### config.mk
export PLATFORM = sky130hd
export DESIGN_NAME = top_n_score_selector_flat
export DESIGN_NICKNAME = d
export VERILOG_FILES = /design/src/rtl/core/tnss_pkg.sv /design/src/rtl/core/tnss_if.sv /design/src/rtl/core/tnss_front.sv /design/src/rtl/core/tnss_back.sv /design/src/rtl/core/top_n_score_selector.sv /design/src/flat_wrapper.sv
export SDC_FILE = /design/constraint.sdc
export NUM_CORES = 2
export LEC_CHECK = 0
export ABC_CLOCK_PERIOD_IN_PS = 11600
export BUFFER_PORTS_ARGS = -buffer_cell sky130_fd_sc_hd__buf_2
export CAP_MARGIN = 10
export CELL_PAD_IN_SITES_DETAIL_PLACEMENT = 0
export CELL_PAD_IN_SITES_GLOBAL_PLACEMENT = 2
export CORE_ASPECT_RATIO = 2
export CORE_MARGIN = 5
export CORE_UTILIZATION = 46
export DETAILED_ROUTE_END_ITERATION = 12
export PLACE_DENSITY_LB_ADDON = 0.1
export SETUP_SLACK_MARGIN = 0.3
export SYNTH_ARGS = -nofsm -noshare
export SYNTH_HDL_FRONTEND = slang
export SYNTH_SLANG_ARGS = --single-unit
### constraint.sdc
create_clock -name clk -period 11.6 [get_ports clk]
set_input_delay 2.9 -clock clk [delete_from_list [all_inputs] [get_ports clk]]
set_output_delay 2.9 -clock clk [all_outputs]
set_load 0.02 [all_outputs]
### src/rtl/core/tnss_pkg.sv
// Shared types, constants and helper functions for the top-N score selector.
package tnss_pkg;

    localparam int TOP_MAX_DEF      = 8;
    localparam int MAX_ELEMENTS_DEF = 65536;
    localparam int SCORE_W          = 32;
    localparam int INDEX_W          = 16;
    localparam int KEEP_W           = 4;
    localparam int ADDR_W           = 3;
    localparam int QUEUE_DEPTH      = 4;

    localparam logic [31:0] THRESHOLD_RESET = 32'h3A83126F;
    localparam logic [3:0]  KEEP_RESET      = 4'd5;

    localparam logic [ADDR_W-1:0] REG_THRESHOLD = 3'd0;
    localparam logic [ADDR_W-1:0] REG_KEEP      = 3'd4;

    typedef enum logic [1:0]
    {
        BK_IDLE,
        BK_REPORT,
        BK_EMPTY
    } back_state_t;

    // Classified request handed from front to back.
    typedef struct packed
    {
        logic                 is_end;
        logic [SCORE_W-1:0]   bits;
        logic [SCORE_W-1:0]   key;
        logic [INDEX_W-1:0]   index;
    } cmd_t;

    function automatic logic is_nan(input logic [31:0] b);
        return b[30:0] > 31'h7F800000;
    endfunction

    function automatic logic [31:0] order_key(input logic [31:0] b);
        logic [31:0] k;
        if (b[30:0] == 31'd0)
            k = 32'h80000000;
        else if (b[31])
            k = ~b;
        else
            k = b | 32'h80000000;
        return k;
    endfunction

endpackage

### src/rtl/core/tnss_if.sv
// Valid/ready stream interfaces for requests and results.
interface tnss_in_if;
    logic        valid;
    logic        ready;
    logic        kind;
    logic [31:0] score_bits;
    modport source (output valid, kind, score_bits, input ready);
    modport sink   (input valid, kind, score_bits, output ready);
endinterface

interface tnss_out_if;
    logic        valid;
    logic        ready;
    logic [31:0] out_score;
    logic [15:0] out_index;
    logic        out_valid;
    logic        out_last;
    modport source (output valid, out_score, out_index, out_valid, out_last, input ready);
    modport sink   (input valid, out_score, out_index, out_valid, out_last, output ready);
endinterface

### src/rtl/core/tnss_front.sv
// Front end: numbers scores, drops NaN and below-threshold scores, queues commands.
module tnss_front #(
    parameter int MAX_ELEMENTS = tnss_pkg::MAX_ELEMENTS_DEF
)(
    input  logic                clk,
    input  logic                rst_n,
    input  logic                in_valid,
    output logic                in_ready,
    input  logic                kind,
    input  logic [31:0]         score_bits,
    input  logic [31:0]         threshold,
    output logic                cmd_valid,
    input  logic                cmd_ready,
    output tnss_pkg::cmd_t      cmd
);
    localparam int LIM_INT = (MAX_ELEMENTS - 1 > 65535) ? 65535 : MAX_ELEMENTS - 1;
    localparam logic [15:0] IDX_LIM = 16'(LIM_INT);
    localparam int QD = tnss_pkg::QUEUE_DEPTH;
    localparam int PW = $clog2(QD);

    logic [15:0] count_reg, count_next;
    tnss_pkg::cmd_t q_mem [QD];
    logic [PW-1:0] wp_reg, rp_reg;
    logic [PW:0]   fill_reg;
    logic accept, push, pop, below;
    tnss_pkg::cmd_t new_cmd;

    assign in_ready  = (fill_reg != (PW+1)'(QD));
    assign accept    = in_valid && in_ready;
    assign cmd_valid = (fill_reg != '0);
    assign pop       = cmd_valid && cmd_ready;
    assign cmd       = q_mem[rp_reg];

    always_comb
    begin
        below = !tnss_pkg::is_nan(threshold) &&
                (tnss_pkg::order_key(score_bits) < tnss_pkg::order_key(threshold));
        new_cmd.is_end = kind;
        new_cmd.bits   = score_bits;
        new_cmd.key    = tnss_pkg::order_key(score_bits);
        new_cmd.index  = count_reg;
        push = accept && (kind || !(tnss_pkg::is_nan(score_bits) || below));
        if (!accept)
            count_next = count_reg;
        else if (kind)
            count_next = '0;
        else if (count_reg < IDX_LIM)
            count_next = count_reg + 16'd1;
        else
            count_next = IDX_LIM;
    end

    always_ff @(posedge clk or negedge rst_n)
    begin
        if (!rst_n)
        begin
            count_reg <= '0;
            wp_reg    <= '0;
            rp_reg    <= '0;
            fill_reg  <= '0;
        end
        else
        begin
            count_reg <= count_next;
            if (push)
                wp_reg <= wp_reg + PW'(1);
            if (pop)
                rp_reg <= rp_reg + PW'(1);
            fill_reg <= fill_reg + (PW+1)'(push) - (PW+1)'(pop);
        end
    end

    always_ff @(posedge clk)
    begin
        if (push)
            q_mem[wp_reg] <= new_cmd;
    end
endmodule

### src/rtl/core/tnss_back.sv
// Back end: sorted insertion list and report sequencer with output register.
module tnss_back #(
    parameter int TOP_MAX = tnss_pkg::TOP_MAX_DEF
)(
    input  logic            clk,
    input  logic            rst_n,
    input  logic            cmd_valid,
    output logic            cmd_ready,
    input  tnss_pkg::cmd_t  cmd,
    input  logic [3:0]      keep_count,
    output logic            res_valid,
    input  logic            res_ready,
    output logic [31:0]     out_score,
    output logic [15:0]     out_index,
    output logic            out_valid,
    output logic            out_last
);
    localparam int TW = $clog2(TOP_MAX + 1);

    logic [31:0] sc_reg [TOP_MAX];
    logic [31:0] ky_reg [TOP_MAX];
    logic [15:0] ix_reg [TOP_MAX];
    logic [TW-1:0] total_reg, total_next, rd_reg, rd_next, keep;
    tnss_pkg::back_state_t state_reg, state_next;
    logic ov_reg, ov_next;
    logic [31:0] os_reg, os_next;
    logic [15:0] oi_reg, oi_next;
    logic ovl_reg, ovl_next, ol_reg, ol_next;
    logic [TOP_MAX-1:0] above;
    logic [TW-1:0] n_cur, pos, new_n;
    logic slot_free, do_ins;

    assign res_valid = ov_reg;
    assign out_score = os_reg;
    assign out_index = oi_reg;
    assign out_valid = ovl_reg;
    assign out_last  = ol_reg;
    assign slot_free = !ov_reg || res_ready;

    always_comb
    begin
        if (keep_count == 4'd0)
            keep = TW'(1);
        else if (32'(keep_count) > TOP_MAX)
            keep = TW'(TOP_MAX);
        else
            keep = TW'(keep_count);
        n_cur = (total_reg < keep) ? total_reg : keep;
        for (int i = 0; i < TOP_MAX; i++)
            above[i] = (TW'(i) >= n_cur) || (cmd.key > ky_reg[i]) ||
                       (cmd.key == ky_reg[i] && cmd.index > ix_reg[i]);
        pos = TW'(TOP_MAX);
        for (int i = TOP_MAX - 1; i >= 0; i--)
            if (above[i])
                pos = TW'(i);
        new_n = (n_cur < keep) ? n_cur + TW'(1) : keep;
    end

    always_comb
    begin
        state_next = state_reg;
        case (state_reg)
            tnss_pkg::BK_IDLE:
                if (cmd_valid && cmd.is_end)
                    state_next = (n_cur == '0) ? tnss_pkg::BK_EMPTY : tnss_pkg::BK_REPORT;
            tnss_pkg::BK_REPORT:
                if (slot_free && rd_reg + TW'(1) == total_reg)
                    state_next = tnss_pkg::BK_IDLE;
            tnss_pkg::BK_EMPTY:
                if (slot_free)
                    state_next = tnss_pkg::BK_IDLE;
            default:
                state_next = tnss_pkg::BK_IDLE;
        endcase
    end

    always_comb
    begin
        cmd_ready  = 1'b0;
        do_ins     = 1'b0;
        total_next = total_reg;
        rd_next    = rd_reg;
        ov_next    = ov_reg && !res_ready;
        os_next    = os_reg;
        oi_next    = oi_reg;
        ovl_next   = ovl_reg;
        ol_next    = ol_reg;
        case (state_reg)
            tnss_pkg::BK_IDLE:
            begin
                cmd_ready = 1'b1;
                if (cmd_valid && cmd.is_end)
                begin
                    total_next = n_cur;
                    rd_next    = '0;
                end
                else if (cmd_valid && pos < keep)
                begin
                    do_ins     = 1'b1;
                    total_next = new_n;
                end
                else if (cmd_valid)
                    total_next = n_cur;
            end
            tnss_pkg::BK_REPORT:
                if (slot_free)
                begin
                    ov_next  = 1'b1;
                    os_next  = sc_reg[rd_reg[$clog2(TOP_MAX > 1 ? TOP_MAX : 2)-1:0]];
                    oi_next  = ix_reg[rd_reg[$clog2(TOP_MAX > 1 ? TOP_MAX : 2)-1:0]];
                    ovl_next = 1'b1;
                    ol_next  = (rd_reg + TW'(1) == total_reg);
                    rd_next  = rd_reg + TW'(1);
                    if (ol_next)
                        total_next = '0;
                end
            tnss_pkg::BK_EMPTY:
                if (slot_free)
                begin
                    ov_next  = 1'b1;
                    os_next  = '0;
                    oi_next  = '0;
                    ovl_next = 1'b0;
                    ol_next  = 1'b1;
                end
            default:
                ;
        endcase
    end

    always_ff @(posedge clk or negedge rst_n)
    begin
        if (!rst_n)
        begin
            state_reg <= tnss_pkg::BK_IDLE;
            total_reg <= '0;
            rd_reg    <= '0;
            ov_reg    <= 1'b0;
        end
        else
        begin
            state_reg <= state_next;
            total_reg <= total_next;
            rd_reg    <= rd_next;
            ov_reg    <= ov_next;
        end
    end

    always_ff @(posedge clk)
    begin
        os_reg  <= os_next;
        oi_reg  <= oi_next;
        ovl_reg <= ovl_next;
        ol_reg  <= ol_next;
        if (do_ins)
        begin
            for (int i = 0; i < TOP_MAX; i++)
            begin
                if (TW'(i) == pos)
                begin
                    sc_reg[i] <= cmd.bits;
                    ky_reg[i] <= cmd.key;
                    ix_reg[i] <= cmd.index;
                end
                else if (TW'(i) > pos && i > 0)
                begin
                    sc_reg[i] <= sc_reg[(i > 0) ? i - 1 : 0];
                    ky_reg[i] <= ky_reg[(i > 0) ? i - 1 : 0];
                    ix_reg[i] <= ix_reg[(i > 0) ? i - 1 : 0];
                end
            end
        end
    end
endmodule

### src/rtl/core/top_n_score_selector.sv
// Top level of the streaming top-N score selector.
//   channel | dir | handshake     | payload
//   req     | in  | valid/ready   | kind, score_bits
//   res     | out | valid/ready   | out_score, out_index, out_valid, out_last
//   apb     | in  | psel/penable  | paddr, pwdata -> prdata
// A score is placed by the back end's parallel-compare insert.
// A report holds the back end: it takes the end request, then gives one result per kept entry (at most
// keep_count, clamped to TOP_MAX, zero read as one), or the single result of an empty list.
// A four-entry command queue decouples scoring from reporting; a stalled result holds the report.
// Reset clears the list count and element counter and loads the threshold and keep registers; no clearing pass.
module top_n_score_selector #(
    parameter int TOP_MAX      = tnss_pkg::TOP_MAX_DEF,
    parameter int MAX_ELEMENTS = tnss_pkg::MAX_ELEMENTS_DEF
)(
    input  logic                    clk,
    input  logic                    rst_n,
    tnss_in_if.sink                 req,
    tnss_out_if.source              res,
    input  logic                    psel,
    input  logic                    penable,
    input  logic                    pwrite,
    input  logic [tnss_pkg::ADDR_W-1:0] paddr,
    input  logic [31:0]             pwdata,
    output logic [31:0]             prdata,
    output logic                    pready
);
    logic [31:0] thr_reg;
    logic [3:0]  keep_reg;
    logic        cmd_valid, cmd_ready;
    tnss_pkg::cmd_t cmd;

    assign pready = 1'b1;

    always_comb
    begin
        case (paddr)
            tnss_pkg::REG_THRESHOLD: prdata = thr_reg;
            tnss_pkg::REG_KEEP:      prdata = {28'd0, keep_reg};
            default:                 prdata = '0;
        endcase
    end

    always_ff @(posedge clk or negedge rst_n)
    begin
        if (!rst_n)
        begin
            thr_reg  <= tnss_pkg::THRESHOLD_RESET;
            keep_reg <= tnss_pkg::KEEP_RESET;
        end
        else if (psel && penable && pwrite)
        begin
            if (paddr == tnss_pkg::REG_THRESHOLD)
                thr_reg <= pwdata;
            else if (paddr == tnss_pkg::REG_KEEP)
                keep_reg <= pwdata[3:0];
        end
    end

    tnss_front #(.MAX_ELEMENTS(MAX_ELEMENTS)) u_front (
        .clk        (clk),
        .rst_n      (rst_n),
        .in_valid   (req.valid),
        .in_ready   (req.ready),
        .kind       (req.kind),
        .score_bits (req.score_bits),
        .threshold  (thr_reg),
        .cmd_valid  (cmd_valid),
        .cmd_ready  (cmd_ready),
        .cmd        (cmd)
    );

    tnss_back #(.TOP_MAX(TOP_MAX)) u_back (
        .clk        (clk),
        .rst_n      (rst_n),
        .cmd_valid  (cmd_valid),
        .cmd_ready  (cmd_ready),
        .cmd        (cmd),
        .keep_count (keep_reg),
        .res_valid  (res.valid),
        .res_ready  (res.ready),
        .out_score  (res.out_score),
        .out_index  (res.out_index),
        .out_valid  (res.out_valid),
        .out_last   (res.out_last)
    );

    a_empty_is_last: assert property (@(posedge clk) disable iff (!rst_n)
        (res.valid && !res.out_valid) |-> res.out_last)
        else $error("empty report result without last flag");

    a_hold_on_stall: assert property (@(posedge clk) disable iff (!rst_n)
        (res.valid && !res.ready) |=> (res.valid && $stable(res.out_index)))
        else $error("result changed while stalled");

    a_cmd_stall: assert property (@(posedge clk) disable iff (!rst_n)
        (cmd_valid && !cmd_ready) |=> cmd_valid)
        else $error("queued command lost");
endmodule
### src/flat_wrapper.sv
// flat-port wrapper written by rule: the top's interface ports become plain ports
module top_n_score_selector_flat 
#(
    parameter int TOP_MAX      = tnss_pkg::TOP_MAX_DEF,
    parameter int MAX_ELEMENTS = tnss_pkg::MAX_ELEMENTS_DEF
)
  (clk, rst_n, psel, penable, pwrite, paddr, pwdata, prdata, pready, req_valid, req_kind, req_score_bits, req_ready, res_valid, res_out_score, res_out_index, res_out_valid, res_out_last, res_ready);
  tnss_in_if req_i ();
  tnss_out_if res_i ();
  input  logic clk;
  input  logic rst_n;
  input  logic psel;
  input  logic penable;
  input  logic pwrite;
  input  logic [tnss_pkg::ADDR_W-1:0] paddr;
  input  logic [31:0] pwdata;
  output logic [31:0] prdata;
  output logic pready;
  input wire logic [$bits(req_i.valid)-1:0] req_valid;
  input wire logic [$bits(req_i.kind)-1:0] req_kind;
  input wire logic [$bits(req_i.score_bits)-1:0] req_score_bits;
  output wire logic [$bits(req_i.ready)-1:0] req_ready;
  output wire logic [$bits(res_i.valid)-1:0] res_valid;
  output wire logic [$bits(res_i.out_score)-1:0] res_out_score;
  output wire logic [$bits(res_i.out_index)-1:0] res_out_index;
  output wire logic [$bits(res_i.out_valid)-1:0] res_out_valid;
  output wire logic [$bits(res_i.out_last)-1:0] res_out_last;
  input wire logic [$bits(res_i.ready)-1:0] res_ready;
  assign req_i.valid = req_valid;
  assign req_i.kind = req_kind;
  assign req_i.score_bits = req_score_bits;
  assign req_ready = req_i.ready;
  assign res_valid = res_i.valid;
  assign res_out_score = res_i.out_score;
  assign res_out_index = res_i.out_index;
  assign res_out_valid = res_i.out_valid;
  assign res_out_last = res_i.out_last;
  assign res_i.ready = res_ready;
  top_n_score_selector #(.TOP_MAX(TOP_MAX), .MAX_ELEMENTS(MAX_ELEMENTS)) u_core (.clk(clk), .rst_n(rst_n), .req(req_i), .res(res_i), .psel(psel), .penable(penable), .pwrite(pwrite), .paddr(paddr), .pwdata(pwdata), .prdata(prdata), .pready(pready));
endmodule
==> metrics.cfg <==
[status]
outcome=finished, final reports clean

[clocking]
cts-htree-levels=3
clk_path_buf_depth=3
postCtsHoldBufs=0
clk_pin_slew_worst_paths_ns=0.07
cts_tree=done
cts.root.buffer_cell=clkbuf_16
clock_latency_ns=0.72
cts_sinks=1084
cts_buffers=99
postCtsResizedCells=0
postCtsSetupBuffers=0

[setup_path]
cp_data_arrival_time_ns=9.43
required_ns=12.05
crit_chain=buf_4, mux4_2, ha_1, a21oi_1, o221ai_1, a2111oi_0, o221ai_1, a211oi_1, o21ai_1, or4_1, nor3_1, ha_1, a21oi_1, nand2_1, inv_1, and3_1, a31oi_4, or2_4, buf_4, mux2_2
timing.rr.start=u_core.u_front.rp_reg[0]$_DFFE_PN0P_
critical_path_class=flop to flop
reg2reg_depth=20
cp_slowest_cell=dfrtp_4
max_stage_delay_ns=0.91
crit_path_start_kind=flop
r2r_setup_slack_ns=2.62
worstSetupEndpointType=flop
path_delay_family=compound AO/OA/AOI/OAI gates
critPathMaxFanout=46
path_buf_inv=3
rr_endpoint=u_core.u_back.ky_reg[1][64]$_DFFE_PP_

[grt]
grt_pass1_vias=36735
grt_usage=0.243
grt_first_pass_wirelength_mm=240
gr-total-overflow=0
grt_max_degree=134
grt_antenna_before_repair=2

[synthesis]
ys_ff_latch=1084
netlist_area_um2=57600
synthesis.nets=4671
yosys.area.top_type=edfxtp_1
ys_seq_area_frac=0.560
synth_async_sr_flop_share=0.0646
yosys_warnings=0
synthTopCellsByCount=1014 x edfxtp_1, 470 x mux2_2, 437 x ha_1
synth_edf_count=1014
synth.distinct_cells=80
avgSynthCellArea_um2=13.8
synthTopCellsByArea=edfxtp_1 53%, ha_1 9.5%, mux2_2 9.2%
synth_cells=4158
synthFlopType=edfxtp_1
yosysMostFrequentCell=edfxtp_1
synth_top_cell_area_share=0.529

[sta]
slew_headroom=0.209
tightest_slew_ns=1.18
min_period_ns=8.98
finalHoldViolations=0
period_share=0.774
fin_skew_ns=0.0289
rsz0062_at_grt=false
slew_viol_final=0
finalSetupViolations=0
timing.fmax_mhz=111
setup_tns_ns=0

[flow_run]
max_cap_viol_count=0

[hold_path]
hold_depth=1
min_from=u_core.u_back.ky_reg[0][94]$_DFFE_PP_
hp-class=flop to flop
holdPathEnd=u_core.u_back.ky_reg[0][126]$_DFFE_PP_

[cells_and_area]
areaGrowthSynthToFinish_pct=10.1
nets=4816
fill_cells=10752
largest_reg_flops=324
seq_area_um2=32200
final_layout_size_suffix_gt1_frac=0.240
multi_input_area_um2=23100

[floorplanning]
coreArea_um2=124000
fp-row-count=183
start_util=0.463
fp.dieH_um=510
die_w_um=260
die_area_um2=133000
pin_count=160

[placement]
gp_congestion=0.850
port_buffers=158
hpwl_mm=112

[routing]
wl_per_cell_um=26.8
vias=34691
vias_per_cell=5.74
drcViolationCount=0
drtIter0Drc=1954
routed_wl_mm=162
ant_nets=0
dr.pass1.iters=5

-- layout make-up --
class,count,area share
Tap cell,1665,0.0329
Multi-Input combinational cell,2495,0.365
Sequential cell,1084,0.509
Clock buffer,123,0.0415
Clock inverter,57,0.00752
Antenna cell,1,0.0000395
Inverter,417,0.0248
Timing Repair Buffer,206,0.0194
-- cells by family (layout without fill, tap and decap cells) --
| kind of cell | after synthesis | after routing | share of synthesized area |
|---|---|---|---|
| XOR/XNOR | 74 | 74 | 0.0113 |
| AO/OA/AOI/OAI | 563 | 563 | 0.0577 |
| multiplexers | 733 | 733 | 0.178 |
| adder cells (fa/ha/maj) | 438 | 438 | 0.0953 |
| other | 1 | 2 | 0.0000651 |
| AND/OR/NAND/NOR | 686 | 686 | 0.0579 |
| flip-flops | 1084 | 1084 | 0.560 |
| buffers and inverters | 579 | 803 | 0.0400 |
-- layout by cell type (no fill, tap or decap), types with 9 or more instances in the layout --
cell type and count:
a211oi_1 23, a21o_1 45, a21oi_1 215, a31oi_1 19, and2_1 32, and3_1 12, and4_1 10, buf_2 157
buf_4 43, clkbuf_1 21, clkbuf_16 102, clkinv_1 19, clkinv_2 22, dfrtp_1 47, dfstp_2 17, edfxtp_1 1014
ha_1 436, inv_1 414, mux2_1 80, mux2_2 470, mux4_2 177, nand2_1 234, nand2b_1 15, nand3_1 69
nand4_1 76, nor2_1 117, nor2b_1 18, nor3_1 34, nor4_1 27, o211ai_1 17, o21ai_0 167, or2_2 9
xnor2_1 40, xor2_1 34
-- per-stage QoR --
stage          area, µm²  instances   util  hold WS (ns)  setup WS (ns)
2_1_floorplan      57600       4158      -         0.490           2.43
3_3_place_gp       60300       5867  0.485         0.513           2.42
3_5_place_dp       60300       5867  0.485         0.541           2.40
4_1_cts            63400       6047  0.510         0.546           2.36
5_1_grt            63400       6048  0.510         0.576           2.07
6_report           63400       6048  0.510         0.543           2.62
-- worst max-delay path by stage --
stage | end | from | cells after the start
final | u_core.u_back.ky_reg[1][64]$_DFFE_PP_ | u_core.u_front.rp_reg[0]$_DFFE_PN0P_ | 20
after global routing | u_core.u_back.ky_reg[1][64]$_DFFE_PP_ | u_core.u_front.rp_reg[0]$_DFFE_PN0P_ | 20
after CTS | u_core.u_back.ky_reg[1][64]$_DFFE_PP_ | u_core.u_front.rp_reg[0]$_DFFE_PN0P_ | 20
after detailed placement | u_core.u_back.ky_reg[1][64]$_DFFE_PP_ | u_core.u_front.rp_reg[0]$_DFFE_PN0P_ | 20
after global placement | u_core.u_back.ky_reg[1][64]$_DFFE_PP_ | u_core.u_front.rp_reg[0]$_DFFE_PN0P_ | 20
after floorplan | u_core.u_back.ix_reg[7][0]$_DFFE_PP_ | u_core.u_front.rp_reg[0]$_DFFE_PN0P_ | 21
-- layer usage --
metal,vias to the layer above,track usage,part of all wire
met5,-,0,0
met4,0,0.0840,0.037
met3,221,0.0228,0.028
met2,676,0.473,0.56
met1,17740,0.276,0.37
li1,16054,-,-
Power is not shown: default switching activity piles up to over one toggle a cycle in this logic, so the estimate is an artifact.
